## src/hw/rtl/mtt_pkg.sv

```systemverilog
`timescale 1ns / 1ps
`default_nettype none
// ----------------------------------------------------------------------------
// mtt_pkg
// shared types, codes and helper functions of the markup tag tokenizer
// ----------------------------------------------------------------------------
package mtt_pkg;

    // longest entity name held for decoding or literal replay
    localparam int ENTITY_NAME_MAX = 31;
    localparam int ENT_CW = $clog2(ENTITY_NAME_MAX + 1);
    localparam int ENT_IW = $clog2(ENTITY_NAME_MAX);

    typedef enum logic [2:0] {
        MODE_BODY    = 3'd0,
        MODE_TAG     = 3'd1,
        MODE_HEAD    = 3'd2,
        MODE_COMMENT = 3'd3,
        MODE_CDATA   = 3'd4,
        MODE_PI      = 3'd5,
        MODE_DECL    = 3'd6
    } t_mode;

    typedef enum logic [3:0] {
        K_WORD      = 4'd0,
        K_SPACE     = 4'd1,
        K_TSTART    = 4'd2,
        K_TEND      = 4'd3,
        K_ATTR      = 4'd4,
        K_COMMENT_S = 4'd5,
        K_COMMENT_E = 4'd6,
        K_CDATA_S   = 4'd7,
        K_CDATA_E   = 4'd8,
        K_PI_S      = 4'd9,
        K_PI_E      = 4'd10,
        K_DECL_S    = 4'd11,
        K_DECL_E    = 4'd12,
        K_DATA      = 4'd13,
        K_ERROR     = 4'd14,
        K_EOF       = 4'd15
    } t_kind;

    typedef enum logic [1:0] {
        F_NONE = 2'd0,
        F_TAG  = 2'd1,
        F_ATTR = 2'd2,
        F_VAL  = 2'd3
    } t_field;

    // run classes of body text
    localparam logic [1:0] RUN_NONE  = 2'd0;
    localparam logic [1:0] RUN_WORD  = 2'd1;
    localparam logic [1:0] RUN_SPACE = 2'd2;

    // where an entity was opened
    localparam logic [1:0] ECTX_NONE = 2'd0;
    localparam logic [1:0] ECTX_BODY = 2'd1;
    localparam logic [1:0] ECTX_DQ   = 2'd2;
    localparam logic [1:0] ECTX_SQ   = 2'd3;

    // tag name phases
    localparam logic [2:0] TPH_FIRST    = 3'd0;
    localparam logic [2:0] TPH_NAME     = 3'd1;
    localparam logic [2:0] TPH_CLOSE_WS = 3'd2;

    // head phases
    localparam logic [2:0] PH_IDLE  = 3'd0;
    localparam logic [2:0] PH_ANAME = 3'd1;
    localparam logic [2:0] PH_AWAIT = 3'd2;
    localparam logic [2:0] PH_AEQ   = 3'd3;
    localparam logic [2:0] PH_DQ    = 3'd4;
    localparam logic [2:0] PH_SQ    = 3'd5;
    localparam logic [2:0] PH_BARE  = 3'd6;
    localparam logic [2:0] PH_SLASH = 3'd7;

    // section openers, first byte in the low bits
    localparam logic [23:0] NAME_COMMENT = "--!";
    localparam logic [63:0] NAME_CDATA   = "[ATADC[!";
    localparam logic [55:0] NAME_ENTITY  = "YTITNE!";

    typedef struct packed {
        t_kind       kind;
        t_field      field;
        logic [7:0]  text;
        logic        has;
        logic        done;
    } t_res;

    typedef struct packed {
        t_mode              mode;
        logic [2:0]         phase;
        logic [1:0]         run;
        logic               closing;
        logic [63:0]        prefix;
        logic [3:0]         nlen;
        logic [ENT_CW-1:0]  ecount;
        logic [1:0]         ectx;
        logic [3:0][7:0]    ehead;
        logic [15:0]        held;
        logic [1:0]         hcount;
        logic               parity;
    } t_state;

    function automatic logic is_ws(input logic [7:0] b);
        return (b == " ") || (b == 8'h09) || (b == 8'h0A) || (b == 8'h0D) || (b == 8'h0C);
    endfunction

    function automatic logic is_alnum(input logic [7:0] b);
        return ((b >= "0") && (b <= "9")) || ((b >= "a") && (b <= "z")) ||
               ((b >= "A") && (b <= "Z"));
    endfunction

    function automatic t_res mk_res(input t_kind k, input t_field f, input logic [7:0] t,
                                    input logic h, input logic d);
        t_res r;
        r.kind  = k;
        r.field = f;
        r.text  = t;
        r.has   = h;
        r.done  = d;
        return r;
    endfunction

    function automatic t_state st_reset();
        t_state s;
        s.mode    = MODE_BODY;
        s.phase   = 3'd0;
        s.run     = RUN_NONE;
        s.closing = 1'b0;
        s.prefix  = 64'd0;
        s.nlen    = 4'd0;
        s.ecount  = '0;
        s.ectx    = ECTX_NONE;
        s.ehead   = '0;
        s.held    = 16'd0;
        s.hcount  = 2'd0;
        s.parity  = 1'b0;
        return s;
    endfunction

    function automatic t_state to_body(input t_state s);
        t_state r;
        r       = s;
        r.mode  = MODE_BODY;
        r.phase = 3'd0;
        r.run   = RUN_NONE;
        return r;
    endfunction

    // decoded byte of a known entity, zero when unknown
    function automatic logic [7:0] ent_decode(input logic [3:0][7:0] h,
                                              input logic [ENT_CW-1:0] n);
        logic [7:0] d;
        d = 8'd0;
        if (n == ENT_CW'(2) && h[0] == "g" && h[1] == "t") d = ">";
        else if (n == ENT_CW'(2) && h[0] == "l" && h[1] == "t") d = "<";
        else if (n == ENT_CW'(3) && h[0] == "a" && h[1] == "m" && h[2] == "p") d = "&";
        else if (n == ENT_CW'(4) && h[0] == "a" && h[1] == "p" && h[2] == "o" && h[3] == "s")
            d = "'";
        else if (n == ENT_CW'(4) && h[0] == "q" && h[1] == "u" && h[2] == "o" && h[3] == "t")
            d = "\"";
        return d;
    endfunction

endpackage
`default_nettype wire

```

## src/hw/rtl/mtt_out_stage.sv

```systemverilog
`timescale 1ns / 1ps
`default_nettype none
// ----------------------------------------------------------------------------
// mtt_out_stage
// holding register and output register for result requests
// ----------------------------------------------------------------------------
module mtt_out_stage (
    input  wire logic          i_clk,
    input  wire logic          i_rst_n,
    input  wire logic          i_res_valid,
    input  wire mtt_pkg::t_res i_res,
    input  wire logic          i_finish,
    output logic               o_can_emit,
    output logic               o_tvalid,
    input  wire logic          i_tready,
    output logic [15:0]        o_tdata,   // text_byte[7:0], has_text[8], token_done[9]
    output logic [5:0]         o_tuser,   // token_kind[3:0], text_field[5:4]
    output logic               o_tlast
);
    import mtt_pkg::*;

    logic r_pv;   // holding register full
    logic r_pk;   // held request known to be last of its byte
    t_res r_p;
    logic r_ov;
    logic r_ol;
    t_res r_o;

    logic out_free;
    logic move;

    assign out_free   = !r_ov || i_tready;
    assign o_can_emit = !r_pv || out_free;
    // a new request always pushes the held one on
    assign move = r_pv && (i_res_valid || (r_pk && out_free));

    always_ff @(posedge i_clk) begin
        if (!i_rst_n) begin
            r_pv <= 1'b0;
            r_pk <= 1'b0;
            r_ov <= 1'b0;
        end else begin
            if (move) begin
                r_ov <= 1'b1;
                r_o  <= r_p;
                r_ol <= r_pk;
            end else if (i_tready) begin
                r_ov <= 1'b0;
            end
            if (i_res_valid) begin
                r_pv <= 1'b1;
                r_p  <= i_res;
                r_pk <= i_finish;
            end else if (move) begin
                r_pv <= 1'b0;
            end else if (i_finish && r_pv) begin
                r_pk <= 1'b1;
            end
        end
    end

    assign o_tvalid = r_ov;
    assign o_tdata  = {6'd0, r_o.done, r_o.has, r_o.text};
    assign o_tuser  = {r_o.field, r_o.kind};
    assign o_tlast  = r_ol;

endmodule
`default_nettype wire

```

## src/hw/rtl/mtt_engine.sv

```systemverilog
`timescale 1ns / 1ps
`default_nettype none
// ----------------------------------------------------------------------------
// mtt_engine
// tokenizer state, entity name store and the per-byte step logic
// ----------------------------------------------------------------------------
module mtt_engine (
    input  wire logic          i_clk,
    input  wire logic          i_rst_n,
    input  wire logic          i_valid,
    input  wire logic [7:0]    i_byte,
    input  wire logic          i_can_emit,
    output mtt_pkg::t_res      o_res,
    output logic               o_res_valid,
    output logic               o_finish
);
    import mtt_pkg::*;

    typedef enum logic [2:0] {
        SUB_RUN,
        SUB_FL9,
        SUB_EOF,
        SUB_SECEND,
        SUB_ENTLIT
    } t_sub;

    t_state             r_st,   n_st;
    t_sub               r_sub,  n_sub;
    logic [ENT_IW-1:0]  r_lidx, n_lidx;
    logic [7:0]         mem [ENTITY_NAME_MAX];
    logic [7:0]         r_rdata;

    logic               req;
    logic               fin;
    logic               we;
    t_res               res;
    logic               adv;
    logic               ws;
    t_kind              tkind;
    t_kind              ekind;
    t_kind              skind;
    logic [63:0]        np;
    logic [3:0]         nl;
    logic               flushing;
    logic [7:0]         mark;
    logic [1:0]         need;
    logic [7:0]         dec;
    logic [ENT_IW-1:0]  rd_idx;

    always_comb begin
        n_st   = r_st;
        n_sub  = r_sub;
        n_lidx = r_lidx;
        req    = 1'b0;
        fin    = 1'b0;
        we     = 1'b0;
        res    = mk_res(K_WORD, F_NONE, 8'd0, 1'b0, 1'b0);
        ws     = is_ws(i_byte);
        tkind  = r_st.closing ? K_TEND : K_TSTART;
        ekind  = (r_st.ectx == ECTX_BODY) ? K_WORD : K_ATTR;
        np     = r_st.prefix | (64'(i_byte) << {r_st.nlen[2:0], 3'b000});
        nl     = r_st.nlen + 4'd1;
        flushing = (r_st.nlen != 4'd0) && (r_st.nlen <= 4'd8);
        dec    = ent_decode(r_st.ehead, r_st.ecount);
        mark   = (r_st.mode == MODE_COMMENT) ? "-" : (r_st.mode == MODE_CDATA) ? "]" : "?";
        need   = (r_st.mode == MODE_PI) ? 2'd1 : 2'd2;
        case (r_st.mode)
            MODE_COMMENT: skind = K_COMMENT_E;
            MODE_CDATA:   skind = K_CDATA_E;
            MODE_PI:      skind = K_PI_E;
            default:      skind = K_DECL_E;
        endcase

        unique case (r_sub)
            SUB_EOF: begin
                req   = 1'b1;
                res   = mk_res(K_EOF, F_NONE, 8'd0, 1'b0, 1'b1);
                n_st  = st_reset();
                n_sub = SUB_RUN;
                fin   = 1'b1;
            end
            SUB_SECEND: begin
                req   = 1'b1;
                res   = mk_res(skind, F_NONE, 8'd0, 1'b0, 1'b1);
                n_st  = to_body(r_st);
                n_sub = SUB_RUN;
                fin   = 1'b1;
            end
            SUB_FL9: begin
                req = 1'b1;
                if (r_st.nlen != 4'd0) begin
                    res         = mk_res(tkind, F_TAG, r_st.prefix[7:0], 1'b1, 1'b0);
                    n_st.prefix = r_st.prefix >> 8;
                    n_st.nlen   = r_st.nlen - 4'd1;
                end else begin
                    res       = mk_res(tkind, F_TAG, i_byte, 1'b1, 1'b0);
                    n_st.nlen = 4'd9;
                    n_sub     = SUB_RUN;
                    fin       = 1'b1;
                end
            end
            SUB_ENTLIT: begin
                // replay of an unknown entity name
                req = 1'b1;
                res = mk_res(ekind, F_VAL, r_rdata, 1'b1, 1'b0);
                if ((ENT_CW'(r_lidx) + ENT_CW'(1)) == r_st.ecount) begin
                    n_st.ectx = ECTX_NONE;
                    n_sub     = SUB_RUN;
                end else begin
                    n_lidx = r_lidx + ENT_IW'(1);
                end
            end
            default: begin
                if (r_st.ectx != ECTX_NONE) begin
                    if (is_alnum(i_byte) && (r_st.ecount < ENT_CW'(ENTITY_NAME_MAX))) begin
                        we = 1'b1;
                        if (r_st.ecount < ENT_CW'(4)) n_st.ehead[r_st.ecount[1:0]] = i_byte;
                        n_st.ecount = r_st.ecount + ENT_CW'(1);
                        fin = 1'b1;
                    end else begin
                        req = 1'b1;
                        if (r_st.ectx == ECTX_BODY) n_st.run = RUN_WORD;
                        if (dec != 8'd0) begin
                            res       = mk_res(ekind, F_VAL, dec, 1'b1, 1'b0);
                            n_st.ectx = ECTX_NONE;
                            fin       = (i_byte == ";");
                        end else begin
                            res = mk_res(ekind, F_VAL, "&", 1'b1, 1'b0);
                            if (r_st.ecount == '0) begin
                                n_st.ectx = ECTX_NONE;
                            end else begin
                                n_sub  = SUB_ENTLIT;
                                n_lidx = '0;
                            end
                        end
                    end
                end else begin
                    unique case (r_st.mode)
                        MODE_TAG: begin
                            if (r_st.phase == TPH_CLOSE_WS) begin
                                if (ws) begin
                                    fin = 1'b1;
                                end else if (i_byte == ">") begin
                                    req = 1'b1;
                                    if (flushing) begin
                                        res = mk_res(tkind, F_TAG, r_st.prefix[7:0], 1'b1, 1'b0);
                                        n_st.prefix = r_st.prefix >> 8;
                                        n_st.nlen   = r_st.nlen - 4'd1;
                                    end else begin
                                        res  = mk_res(K_TEND, F_NONE, 8'd0, 1'b0, 1'b1);
                                        n_st = to_body(r_st);
                                        fin  = 1'b1;
                                    end
                                end else begin
                                    req = 1'b1;
                                    res = mk_res(K_ERROR, F_NONE, 8'd0, 1'b0, 1'b1);
                                    if (i_byte == 8'd0) begin
                                        n_sub = SUB_EOF;
                                    end else begin
                                        n_st = to_body(r_st);
                                        fin  = 1'b1;
                                    end
                                end
                            end else if (r_st.phase == TPH_FIRST && i_byte == "/") begin
                                n_st.closing = 1'b1;
                                n_st.phase   = TPH_NAME;
                                fin          = 1'b1;
                            end else begin
                                n_st.phase = TPH_NAME;
                                if (i_byte == 8'd0) begin
                                    req   = 1'b1;
                                    res   = mk_res(K_ERROR, F_NONE, 8'd0, 1'b0, 1'b1);
                                    n_sub = SUB_EOF;
                                end else if (ws || i_byte == "/" || i_byte == ">") begin
                                    if (r_st.closing && ws) begin
                                        n_st.phase = TPH_CLOSE_WS;
                                        fin        = 1'b1;
                                    end else if (r_st.closing && i_byte == "/") begin
                                        req  = 1'b1;
                                        res  = mk_res(K_ERROR, F_NONE, 8'd0, 1'b0, 1'b1);
                                        n_st = to_body(r_st);
                                        fin  = 1'b1;
                                    end else if (flushing) begin
                                        // held name bytes go out one a cycle while the output stage takes them
                                        req = 1'b1;
                                        res = mk_res(tkind, F_TAG, r_st.prefix[7:0], 1'b1, 1'b0);
                                        n_st.prefix = r_st.prefix >> 8;
                                        n_st.nlen   = r_st.nlen - 4'd1;
                                    end else if (r_st.closing) begin
                                        req  = 1'b1;
                                        res  = mk_res(K_TEND, F_NONE, 8'd0, 1'b0, 1'b1);
                                        n_st = to_body(r_st);
                                        fin  = 1'b1;
                                    end else begin
                                        req        = 1'b1;
                                        res        = mk_res(K_TSTART, F_NONE, 8'd0, 1'b0, 1'b1);
                                        n_st.mode  = MODE_HEAD;
                                        n_st.phase = (i_byte == "/") ? PH_SLASH : PH_IDLE;
                                        if (i_byte == ">") n_st = to_body(n_st);
                                        fin        = 1'b1;
                                    end
                                end else if (r_st.nlen < 4'd8) begin
                                    n_st.prefix = np;
                                    n_st.nlen   = nl;
                                    fin         = 1'b1;
                                    if ((nl == 4'd3 && np[23:0] == NAME_COMMENT) ||
                                        (nl == 4'd8 && np == NAME_CDATA) ||
                                        (nl == 4'd7 && np[55:0] == NAME_ENTITY) ||
                                        (nl == 4'd1 && i_byte == "?")) begin
                                        req = 1'b1;
                                        n_st.phase  = 3'd0;
                                        n_st.held   = 16'd0;
                                        n_st.hcount = 2'd0;
                                        n_st.parity = 1'b0;
                                        if (nl == 4'd3) begin
                                            n_st.mode = MODE_COMMENT;
                                            res = mk_res(K_COMMENT_S, F_NONE, 8'd0, 1'b0, 1'b1);
                                        end else if (nl == 4'd8) begin
                                            n_st.mode = MODE_CDATA;
                                            res = mk_res(K_CDATA_S, F_NONE, 8'd0, 1'b0, 1'b1);
                                        end else if (nl == 4'd7) begin
                                            n_st.mode = MODE_DECL;
                                            res = mk_res(K_DECL_S, F_NONE, 8'd0, 1'b0, 1'b1);
                                        end else begin
                                            n_st.mode = MODE_PI;
                                            res = mk_res(K_PI_S, F_NONE, 8'd0, 1'b0, 1'b1);
                                        end
                                    end
                                end else if (r_st.nlen == 4'd8) begin
                                    // ninth name byte: drain the held prefix first
                                    req         = 1'b1;
                                    res = mk_res(tkind, F_TAG, r_st.prefix[7:0], 1'b1, 1'b0);
                                    n_st.prefix = r_st.prefix >> 8;
                                    n_st.nlen   = 4'd7;
                                    n_sub       = SUB_FL9;
                                end else begin
                                    req = 1'b1;
                                    res = mk_res(tkind, F_TAG, i_byte, 1'b1, 1'b0);
                                    fin = 1'b1;
                                end
                            end
                        end
                        MODE_HEAD: begin
                            case (r_st.phase)
                                PH_ANAME: begin
                                    if (i_byte == "=") begin
                                        n_st.phase = PH_AEQ;
                                        fin = 1'b1;
                                    end else if (i_byte == 8'd0) begin
                                        req = 1'b1;
                                        res = mk_res(K_ERROR, F_NONE, 8'd0, 1'b0, 1'b1);
                                        n_sub = SUB_EOF;
                                    end else if (i_byte == ">") begin
                                        req = 1'b1;
                                        res = mk_res(K_ATTR, F_NONE, 8'd0, 1'b0, 1'b1);
                                        n_st = to_body(r_st);
                                        fin = 1'b1;
                                    end else if (ws) begin
                                        n_st.phase = PH_AWAIT;
                                        fin = 1'b1;
                                    end else if (i_byte == "<") begin
                                        req = 1'b1;
                                        res = mk_res(K_ERROR, F_NONE, 8'd0, 1'b0, 1'b1);
                                        n_st.phase = PH_IDLE;
                                        fin = 1'b1;
                                    end else begin
                                        req = 1'b1;
                                        res = mk_res(K_ATTR, F_ATTR, i_byte, 1'b1, 1'b0);
                                        fin = 1'b1;
                                    end
                                end
                                PH_AWAIT: begin
                                    if (ws) begin
                                        fin = 1'b1;
                                    end else if (i_byte == "=") begin
                                        n_st.phase = PH_AEQ;
                                        fin = 1'b1;
                                    end else begin
                                        // close the bare name, then look at the byte again
                                        req = 1'b1;
                                        res = mk_res(K_ATTR, F_NONE, 8'd0, 1'b0, 1'b1);
                                        n_st.phase = PH_IDLE;
                                    end
                                end
                                PH_AEQ: begin
                                    if (ws) begin
                                        fin = 1'b1;
                                    end else if (i_byte == "\"") begin
                                        n_st.phase = PH_DQ;
                                        fin = 1'b1;
                                    end else if (i_byte == "'") begin
                                        n_st.phase = PH_SQ;
                                        fin = 1'b1;
                                    end else if (i_byte == 8'd0) begin
                                        req = 1'b1;
                                        res = mk_res(K_ERROR, F_NONE, 8'd0, 1'b0, 1'b1);
                                        n_sub = SUB_EOF;
                                    end else if (i_byte == ">") begin
                                        req = 1'b1;
                                        res = mk_res(K_ATTR, F_NONE, 8'd0, 1'b0, 1'b1);
                                        n_st = to_body(r_st);
                                        fin = 1'b1;
                                    end else begin
                                        req = 1'b1;
                                        res = mk_res(K_ATTR, F_VAL, i_byte, 1'b1, 1'b0);
                                        n_st.phase = PH_BARE;
                                        fin = 1'b1;
                                    end
                                end
                                PH_DQ, PH_SQ: begin
                                    if (i_byte == ((r_st.phase == PH_DQ) ? "\"" : "'")) begin
                                        req = 1'b1;
                                        res = mk_res(K_ATTR, F_NONE, 8'd0, 1'b0, 1'b1);
                                        n_st.phase = PH_IDLE;
                                        fin = 1'b1;
                                    end else if (i_byte == 8'd0) begin
                                        req = 1'b1;
                                        res = mk_res(K_ERROR, F_NONE, 8'd0, 1'b0, 1'b1);
                                        n_sub = SUB_EOF;
                                    end else if (i_byte == "&") begin
                                        n_st.ectx   = (r_st.phase == PH_DQ) ? ECTX_DQ : ECTX_SQ;
                                        n_st.ecount = '0;
                                        fin = 1'b1;
                                    end else begin
                                        req = 1'b1;
                                        res = mk_res(K_ATTR, F_VAL, i_byte, 1'b1, 1'b0);
                                        fin = 1'b1;
                                    end
                                end
                                PH_BARE: begin
                                    if (ws) begin
                                        req = 1'b1;
                                        res = mk_res(K_ATTR, F_NONE, 8'd0, 1'b0, 1'b1);
                                        n_st.phase = PH_IDLE;
                                        fin = 1'b1;
                                    end else if (i_byte == ">") begin
                                        req = 1'b1;
                                        res = mk_res(K_ATTR, F_NONE, 8'd0, 1'b0, 1'b1);
                                        n_st = to_body(r_st);
                                        fin = 1'b1;
                                    end else if (i_byte == 8'd0) begin
                                        req = 1'b1;
                                        res = mk_res(K_ERROR, F_NONE, 8'd0, 1'b0, 1'b1);
                                        n_sub = SUB_EOF;
                                    end else begin
                                        req = 1'b1;
                                        res = mk_res(K_ATTR, F_VAL, i_byte, 1'b1, 1'b0);
                                        fin = 1'b1;
                                    end
                                end
                                PH_SLASH: begin
                                    req = 1'b1;
                                    if (i_byte == ">") begin
                                        res = mk_res(K_TEND, F_NONE, 8'd0, 1'b0, 1'b1);
                                        n_st = to_body(r_st);
                                        fin = 1'b1;
                                    end else begin
                                        // error, then the byte is taken as head input
                                        res = mk_res(K_ERROR, F_NONE, 8'd0, 1'b0, 1'b1);
                                        n_st.phase = PH_IDLE;
                                    end
                                end
                                default: begin
                                    n_st.phase = PH_IDLE;
                                    fin = 1'b1;
                                    if (ws) begin
                                        n_st.phase = PH_IDLE;
                                    end else if (i_byte == ">") begin
                                        n_st = to_body(r_st);
                                    end else if (i_byte == "/") begin
                                        n_st.phase = PH_SLASH;
                                    end else if (i_byte == 8'd0) begin
                                        req  = 1'b1;
                                        res  = mk_res(K_EOF, F_NONE, 8'd0, 1'b0, 1'b1);
                                        n_st = st_reset();
                                    end else if (i_byte == "<") begin
                                        req = 1'b1;
                                        res = mk_res(K_ERROR, F_NONE, 8'd0, 1'b0, 1'b1);
                                    end else if (i_byte == "=") begin
                                        n_st.phase = PH_AEQ;
                                    end else begin
                                        req = 1'b1;
                                        res = mk_res(K_ATTR, F_ATTR, i_byte, 1'b1, 1'b0);
                                        n_st.phase = PH_ANAME;
                                    end
                                end
                            endcase
                        end
                        MODE_COMMENT, MODE_CDATA, MODE_PI: begin
                            if (i_byte == 8'd0) begin
                                req   = 1'b1;
                                res   = mk_res(K_ERROR, F_NONE, 8'd0, 1'b0, 1'b1);
                                n_sub = SUB_EOF;
                            end else if (i_byte == ">" && r_st.hcount == need) begin
                                req   = 1'b1;
                                res   = mk_res(K_DATA, F_NONE, 8'd0, 1'b0, 1'b1);
                                n_sub = SUB_SECEND;
                            end else if (i_byte == mark) begin
                                if (r_st.hcount < need) begin
                                    n_st.hcount = r_st.hcount + 2'd1;
                                end else begin
                                    req = 1'b1;
                                    res = mk_res(K_DATA, F_VAL,
                                                 (need == 2'd2) ? r_st.held[15:8] : r_st.held[7:0],
                                                 1'b1, 1'b0);
                                end
                                n_st.held = {r_st.held[7:0], i_byte};
                                fin = 1'b1;
                            end else if (r_st.hcount != 2'd0) begin
                                // give back the held closing-mark bytes, oldest first
                                req = 1'b1;
                                res = mk_res(K_DATA, F_VAL,
                                             (r_st.hcount == 2'd2) ? r_st.held[15:8] :
                                                                     r_st.held[7:0],
                                             1'b1, 1'b0);
                                n_st.hcount = r_st.hcount - 2'd1;
                            end else begin
                                req       = 1'b1;
                                res       = mk_res(K_DATA, F_VAL, i_byte, 1'b1, 1'b0);
                                n_st.held = 16'd0;
                                fin       = 1'b1;
                            end
                        end
                        MODE_DECL: begin
                            req = 1'b1;
                            if (i_byte == 8'd0) begin
                                res   = mk_res(K_ERROR, F_NONE, 8'd0, 1'b0, 1'b1);
                                n_sub = SUB_EOF;
                            end else if (i_byte == ">" && !r_st.parity) begin
                                res   = mk_res(K_DATA, F_NONE, 8'd0, 1'b0, 1'b1);
                                n_sub = SUB_SECEND;
                            end else begin
                                if (i_byte == "\"") n_st.parity = !r_st.parity;
                                res = mk_res(K_DATA, F_VAL, i_byte, 1'b1, 1'b0);
                                fin = 1'b1;
                            end
                        end
                        default: begin
                            n_st.mode = MODE_BODY;
                            if (i_byte == 8'd0) begin
                                req = 1'b1;
                                if (r_st.run != RUN_NONE) begin
                                    res = mk_res((r_st.run == RUN_SPACE) ? K_SPACE : K_WORD,
                                                 F_NONE, 8'd0, 1'b0, 1'b1);
                                    n_st.run = RUN_NONE;
                                    n_sub    = SUB_EOF;
                                end else begin
                                    res  = mk_res(K_EOF, F_NONE, 8'd0, 1'b0, 1'b1);
                                    n_st = st_reset();
                                    fin  = 1'b1;
                                end
                            end else if (i_byte == "<" || i_byte == "&") begin
                                req = (r_st.run != RUN_NONE);
                                res = mk_res((r_st.run == RUN_SPACE) ? K_SPACE : K_WORD,
                                             F_NONE, 8'd0, 1'b0, 1'b1);
                                n_st.run = RUN_NONE;
                                if (i_byte == "<") begin
                                    n_st.mode    = MODE_TAG;
                                    n_st.phase   = TPH_FIRST;
                                    n_st.closing = 1'b0;
                                    n_st.nlen    = 4'd0;
                                    n_st.prefix  = 64'd0;
                                end else begin
                                    n_st.ectx   = ECTX_BODY;
                                    n_st.ecount = '0;
                                end
                                fin = 1'b1;
                            end else if (r_st.run != RUN_NONE &&
                                         r_st.run != (ws ? RUN_SPACE : RUN_WORD)) begin
                                // class change: close the run and look again
                                req = 1'b1;
                                res = mk_res((r_st.run == RUN_SPACE) ? K_SPACE : K_WORD,
                                             F_NONE, 8'd0, 1'b0, 1'b1);
                                n_st.run = RUN_NONE;
                            end else begin
                                req      = 1'b1;
                                res      = mk_res(ws ? K_SPACE : K_WORD, F_VAL, i_byte,
                                                  1'b1, 1'b0);
                                n_st.run = ws ? RUN_SPACE : RUN_WORD;
                                fin      = 1'b1;
                            end
                        end
                    endcase
                end
            end
        endcase
    end

    assign adv    = i_valid && (!req || i_can_emit);
    assign rd_idx = adv ? n_lidx : r_lidx;

    always_ff @(posedge i_clk) begin
        if (!i_rst_n) begin
            r_st   <= st_reset();
            r_sub  <= SUB_RUN;
            r_lidx <= '0;
        end else if (adv) begin
            r_st   <= n_st;
            r_sub  <= n_sub;
            r_lidx <= n_lidx;
        end
    end

    // entity name store
    always_ff @(posedge i_clk) begin
        if (adv && we) mem[r_st.ecount[ENT_IW-1:0]] <= i_byte;
        r_rdata <= mem[rd_idx];
    end

    assign o_res       = res;
    assign o_res_valid = adv && req;
    assign o_finish    = adv && fin;

endmodule
`default_nettype wire

```

## src/hw/rtl/markup_tag_tokenizer.sv

```systemverilog
`timescale 1ns / 1ps
`default_nettype none
// ----------------------------------------------------------------------------
// markup_tag_tokenizer
// streaming html/xml tokenizer, one document byte in, token requests out
// ----------------------------------------------------------------------------
// Bytes arrive on the slave stream, byte 0 ending the document; token
// requests leave on the master stream, one text byte or one start, end,
// error or eof mark per request, tlast on the final request caused by a
// byte. A new byte is taken in the cycle in which the one before it is done.
// The step logic emits at most one request a cycle, none while stalled, so
// a byte is done only once every request it causes is emitted. Several
// requests come from a flush of up to eight held tag name bytes (nine
// requests when a ninth name byte arrives), the replay of an unknown
// entity ('&' plus up to 31 stored name bytes read one a cycle from the
// name store, unless stalled), given-back closing-mark bytes in comment,
// cdata and pi text, and the error or close request ahead of an eof. A
// byte that first closes something (a word/space run on a class change,
// an attribute name not followed by '=', a stray byte after '/' in a
// head, a decoded or unknown entity) is looked at again once that close
// is emitted (for an unknown entity, after the replay). A stalled
// receiver holds the step logic once the output stage is full. No reset
// sweep is needed.
// ----------------------------------------------------------------------------
module markup_tag_tokenizer (
    input  wire logic        i_clk,
    input  wire logic        i_rst_n,
    input  wire logic        s_axis_tvalid,
    output logic             s_axis_tready,
    input  wire logic [7:0]  s_axis_tdata,   // in_byte[7:0]
    output logic             m_axis_tvalid,
    input  wire logic        m_axis_tready,
    output logic [15:0]      m_axis_tdata,   // text_byte[7:0], has_text[8], token_done[9]
    output logic [5:0]       m_axis_tuser,   // token_kind[3:0], text_field[5:4]
    output logic             m_axis_tlast
);
    import mtt_pkg::*;

    // input register
    logic       r_bv;
    logic [7:0] r_byte;

    // step logic to output stage
    t_res       res;
    logic       res_valid;
    logic       finish;
    logic       can_emit;

    // a new byte enters when none is held or the held one is done this cycle
    assign s_axis_tready = !r_bv || finish;

    always_ff @(posedge i_clk) begin
        if (!i_rst_n) begin
            r_bv <= 1'b0;
        end else if (s_axis_tvalid && s_axis_tready) begin
            r_bv   <= 1'b1;
            r_byte <= s_axis_tdata;
        end else if (finish) begin
            r_bv <= 1'b0;
        end
    end

    mtt_engine u_engine (
        .i_clk       (i_clk),
        .i_rst_n     (i_rst_n),
        .i_valid     (r_bv),
        .i_byte      (r_byte),
        .i_can_emit  (can_emit),
        .o_res       (res),
        .o_res_valid (res_valid),
        .o_finish    (finish)
    );

    // holding stage settles tlast once the byte is known to be done
    mtt_out_stage u_out (
        .i_clk       (i_clk),
        .i_rst_n     (i_rst_n),
        .i_res_valid (res_valid),
        .i_res       (res),
        .i_finish    (finish),
        .o_can_emit  (can_emit),
        .o_tvalid    (m_axis_tvalid),
        .i_tready    (m_axis_tready),
        .o_tdata     (m_axis_tdata),
        .o_tuser     (m_axis_tuser),
        .o_tlast     (m_axis_tlast)
    );

endmodule
`default_nettype wire
```

## config.mk

```make
export PLATFORM = sky130hd
export DESIGN_NAME = markup_tag_tokenizer
export DESIGN_NICKNAME = d
export VERILOG_FILES = /design/src/hw/rtl/mtt_pkg.sv /design/src/hw/rtl/mtt_out_stage.sv /design/src/hw/rtl/mtt_engine.sv /design/src/hw/rtl/markup_tag_tokenizer.sv
export SDC_FILE = /design/constraint.sdc
export NUM_CORES = 1
export LEC_CHECK = 0
export BUFFER_PORTS_ARGS = -buffer_cell sky130_fd_sc_hd__buf_2
export CORE_MARGIN = 3
export CORE_UTILIZATION = 25
export DETAILED_ROUTE_END_ITERATION = 8
export PLACE_DENSITY_LB_ADDON = 0.3
export SLEW_MARGIN = 20
export SYNTH_ARGS = -nofsm -noshare
export SYNTH_HDL_FRONTEND = slang
export SYNTH_HIERARCHICAL = 1
export SYNTH_SLANG_ARGS = --single-unit
```

## constraint.sdc

```tcl
create_clock -name i_clk -period 14.9 [get_ports i_clk]
set_clock_uncertainty 0.2 [all_clocks]
set_input_delay 3.725 -clock i_clk [delete_from_list [all_inputs] [get_ports i_clk]]
set_output_delay 3.725 -clock i_clk [all_outputs]
set_load 0.01 [all_outputs]
```

==> metrics.txt <==
# TYPE chip_impl_metric gauge
chip_impl_info{name="result_of_the_run",value="finished clean"} 1
chip_impl_metric{name="count_of_vias_placed_by_the_detailed_router",unit=""} 19600
chip_impl_metric{name="ff2ff_path_depth",unit=""} 16
chip_impl_metric{name="worst-slew-pin-transition",unit="ps"} 980
chip_impl_metric{name="number_of_distinct_library_cells_after_synthesis",unit=""} 101
chip_impl_metric{name="place_inst",unit=""} 3512
chip_impl_info{name="unrepaired_setup_endpoints_after_global_routing",value="false"} 1
chip_impl_metric{name="finalNonFillerCells",unit=""} 3605
chip_impl_info{name="clockRootBuffer",value="clkbuf_16"} 1
chip_impl_metric{name="drc_errors",unit=""} 0
chip_impl_metric{name="postRouteWirelength",unit="um"} 83000
chip_impl_metric{name="antenna_found_initial",unit=""} 3
chip_impl_metric{name="cts_sinks",unit=""} 444
chip_impl_metric{name="ctsLongestPathBuffers",unit=""} 3
chip_impl_info{name="commonest_cells_post_synth",value="nor2_1 (327), edfxtp_1 (289), a21oi_1 (201)"} 1
chip_impl_metric{name="cts_resized",unit=""} 0
chip_impl_metric{name="syn_area_per_cell",unit="um2"} 9.93
chip_impl_info{name="critPathLaunchType",value="input port"} 1
chip_impl_metric{name="worst_hold_path.num_cells",unit=""} 0
chip_impl_metric{name="p_r_area_growth_vs_syn",unit="%"} 13.4
chip_impl_metric{name="cts_hold_buffers",unit=""} 0
chip_impl_metric{name="grt_start_max_net_pins",unit=""} 92
chip_impl_info{name="worstHoldPathType",value="reg2reg"} 1
chip_impl_metric{name="leakagePower",unit="nW"} 8.46
chip_impl_metric{name="grt_first_pass_wirelength",unit="um"} 124000
chip_impl_info{name="yosys.cell_count.top_type",value="nor2_1"} 1
chip_impl_metric{name="start_util",unit=""} 0.254
chip_impl_info{name="r2r_end",value="u_engine/r_rdata[1]$_DFF_P_"} 1
chip_impl_metric{name="synthesis.yosys.warnings",unit=""} 6
chip_impl_metric{name="area_of_the_core",unit="mm2"} 0.0922
chip_impl_metric{name="worstSkewPairLatency",unit="ps"} 610
chip_impl_metric{name="timing.fmax",unit="MHz"} 107
chip_impl_metric{name="finalHoldViolations",unit=""} 0
chip_impl_metric{name="core.rowCount",unit=""} 111
chip_impl_metric{name="postSynthCellCount",unit=""} 2359
chip_impl_metric{name="dieArea",unit="mm2"} 0.0974
chip_impl_metric{name="power_density",unit="mW/mm2"} 98.6
chip_impl_metric{name="final_max_slew_viol_count",unit=""} 0
chip_impl_metric{name="route.detailed.wl_per_inst",unit="um"} 23.0
chip_impl_metric{name="synth.ff_latch_count",unit=""} 444
chip_impl_metric{name="io_buffers",unit=""} 30
chip_impl_metric{name="number_of_enable_flip_flop_cells_after_synthesis",unit=""} 289
chip_impl_info{name="ys_dominant_reg_cell",value="edfxtp_1"} 1
chip_impl_info{name="tritoncts_clock_tree",value="done"} 1
chip_impl_metric{name="timing.critical_path.arrival",unit="ps"} 5390
chip_impl_metric{name="ios",unit=""} 37
chip_impl_info{name="yosys.area.top_type",value="edfxtp_1"} 1
chip_impl_info{name="timing.critical_path.to_type",value="output pin"} 1
chip_impl_metric{name="finalSetupViolations",unit=""} 0
chip_impl_metric{name="gp_congestion",unit=""} 0.988
chip_impl_metric{name="diodes",unit=""} 0
chip_impl_info{name="criticalPathCategory",value="in2out"} 1
chip_impl_metric{name="ir_worst_vdd",unit="uV"} 71.9
chip_impl_metric{name="ant_nets",unit=""} 0
chip_impl_metric{name="layout-drive-gt1-share",unit=""} 0.119
chip_impl_metric{name="critical_path.max_fanout",unit=""} 15
chip_impl_metric{name="synth.cell_area",unit="mm2"} 0.0234
chip_impl_metric{name="cts_buffers",unit=""} 49
chip_impl_metric{name="drt_first_iter_violations",unit=""} 2288
chip_impl_info{name="worstReg2RegStart",value="u_engine/r_st[59]$_SDFFE_PN0P_"} 1
chip_impl_metric{name="die_y",unit="um"} 312
chip_impl_info{name="post_synth_main_area_contributors",value="edfxtp_1 (37%), dfxtp_1 (13%), nor2_1 (5.2%)"} 1
chip_impl_metric{name="synth.top_cell.area_share",unit=""} 0.371
chip_impl_metric{name="cap_viol_max_count",unit=""} 0
chip_impl_metric{name="detail_route.first_pass.iterations",unit=""} 5
chip_impl_info{name="min_delay_worst_endpoint",value="u_out/o_tdata[4]$_DFFE_PP_"} 1
chip_impl_metric{name="clk_transition_reported_paths",unit="ps"} 60
chip_impl_metric{name="htreeDepth",unit=""} 2
chip_impl_metric{name="post-route-util",unit=""} 0.288
chip_impl_metric{name="dpl.hpwl",unit="um"} 56200
chip_impl_info{name="startpoint",value="m_axis_tready"} 1
chip_impl_metric{name="post-cts-setup-buffer-count",unit=""} 0
chip_impl_metric{name="vias_per_cell",unit=""} 5.45
chip_impl_metric{name="timing.setup.tns",unit="ps"} 0
chip_impl_metric{name="period_needed",unit="ps"} 9320
chip_impl_metric{name="synth.yosys.seq_area_share",unit=""} 0.503
chip_impl_metric{name="grt_remaining_overflow",unit=""} 0
chip_impl_metric{name="nets",unit=""} 2347
chip_impl_metric{name="postSynth.asyncResetShare",unit=""} 0
chip_impl_metric{name="minimum_setup_slack_among_reg_to_reg_paths",unit="ps"} 8070
chip_impl_metric{name="grt_util_all_layers",unit=""} 0.164
chip_impl_info{name="min-delay-start",value="u_out/r_p[6]$_DFFE_PP_"} 1
chip_impl_metric{name="die-width",unit="um"} 312
chip_impl_metric{name="slew_headroom",unit=""} 0.346
chip_impl_metric{name="grt_pass1_vias",unit=""} 18700
chip_impl_metric{name="cp_data_required_time",unit="ps"} 10970
chip_impl_metric{name="post-route-period-util",unit=""} 0.625
chip_impl_metric{name="final.fill_count",unit=""} 9684
==> stage by stage <==
| stage | worst slack [ps] | hold slack (ps) | total power [mW] | instance area, um2 |
|---|---|---|---|---|
| 6_report | 5580 | 219 | 2.62 | 26600 |
| 5_1_grt | 5490 | 230 | 2.70 | 26600 |
| 4_1_cts | 5640 | 219 | 2.65 | 26500 |
| 3_5_place_dp | 5650 | 205 | 1.42 | 24900 |
| 3_3_place_gp | 5630 | 209 | 1.42 | 24900 |
| 2_1_floorplan | 6120 | 200 | 1.39 | 23400 |
==> flip-flops by register name, summed over array words and instances (netlist names), 3 cells and up <==
| name | flops |
|---|---|
| u_engine/r_lidx | 5 |
| u_out/r_p | 16 |
| u_engine/r_rdata | 8 |
| u_engine/mem | 248 |
| u_engine/r_st | 135 |
| u_out/o_tuser | 6 |
| u_engine/r_sub | 3 |
| u_out/o_tdata | 10 |
| r_byte | 8 |
==> worst max path at each step <==
stage / to / slack (ps)
after floorplan: s_axis_tready / 6120
after global placement: s_axis_tready / 5630
after detailed placement: s_axis_tready / 5650
after CTS: s_axis_tready / 5640
after global routing: s_axis_tready / 5490
final: s_axis_tready / 5580
==> where the power goes <==
group          internal, mW  total (mW)  leakage [nW]  switching [mW]
clock network         0.715        1.23         0.787           0.512
logic                0.0186      0.0763          3.82          0.0577
registers              1.31        1.32          3.85         0.00464
total                  2.05        2.62          8.46           0.574
==> cell usage in the layout (no fill, tap or decap), types with 10 or more instances in the layout <==
cell type / instances
o221ai_1: 10
buf_4: 65
dfxtp_1: 154
or2_2: 18
a31oi_1: 37
clkbuf_16: 49
xnor2_1: 13
nand3_1: 32
mux2i_1: 104
a221o_1: 10
nand4_1: 14
ha_1: 13
a221oi_1: 20
buf_2: 30
edfxtp_1: 289
nand2_1: 144
a22oi_1: 90
o22ai_1: 18
mux2_2: 34
clkbuf_1: 10
a21o_1: 16
nor4bb_1: 10
inv_1: 23
and3_1: 19
a211oi_1: 78
nor2b_1: 29
and2_1: 33
a21oi_1: 201
o21ai_0: 86
o31a_1: 11
nor2_1: 327
or3_1: 17
nor4_1: 38
nor3_1: 38
nand2b_1: 21
o211ai_1: 11
==> routing by layer <==
layer  global-route usage  share of wire  vias to the layer above
li1                     -              -                     8868
met1                0.234           0.45                     9777
met2                0.259           0.45                      876
met3               0.0245          0.071                      113
met4               0.0396          0.022                        0
met5                    0              0                        -
==> final cells by class <==
| class | count | area, um2 | share of cell area |
|---|---|---|---|
| Clock buffer | 63 | 1320 | 0.0496 |
| Clock inverter | 28 | 294 | 0.0111 |
| Inverter | 25 | 96.3 | 0.00363 |
| Multi-Input combinational cell | 1705 | 10800 | 0.408 |
| Sequential cell | 444 | 11800 | 0.444 |
| Tap cell | 1243 | 1560 | 0.0585 |
| Timing Repair Buffer | 97 | 673 | 0.0253 |
==> cells by family (layout without fill, tap and decap cells) <==
kind of cell,Yosys count,after routing,synth area share
simple gates,820,820,0.175
compound gates,698,698,0.200
flops,444,444,0.503
buf+inv,215,213,0.0387
mux,147,147,0.0690
xor+xnor,21,21,0.00785
fa+ha+maj,13,13,0.00694
other cells,1,6,0.000160
==> worst max-delay path: stages <==
cell,delay [ps]
buf_2,100
inv_1,80
nand3_1,160
a221o_1,380
o21ai_2,200
o21ai_4,170
and2_1,240
nand2b_4,160
buf_2,150
(Power assumes the default switching activity.)
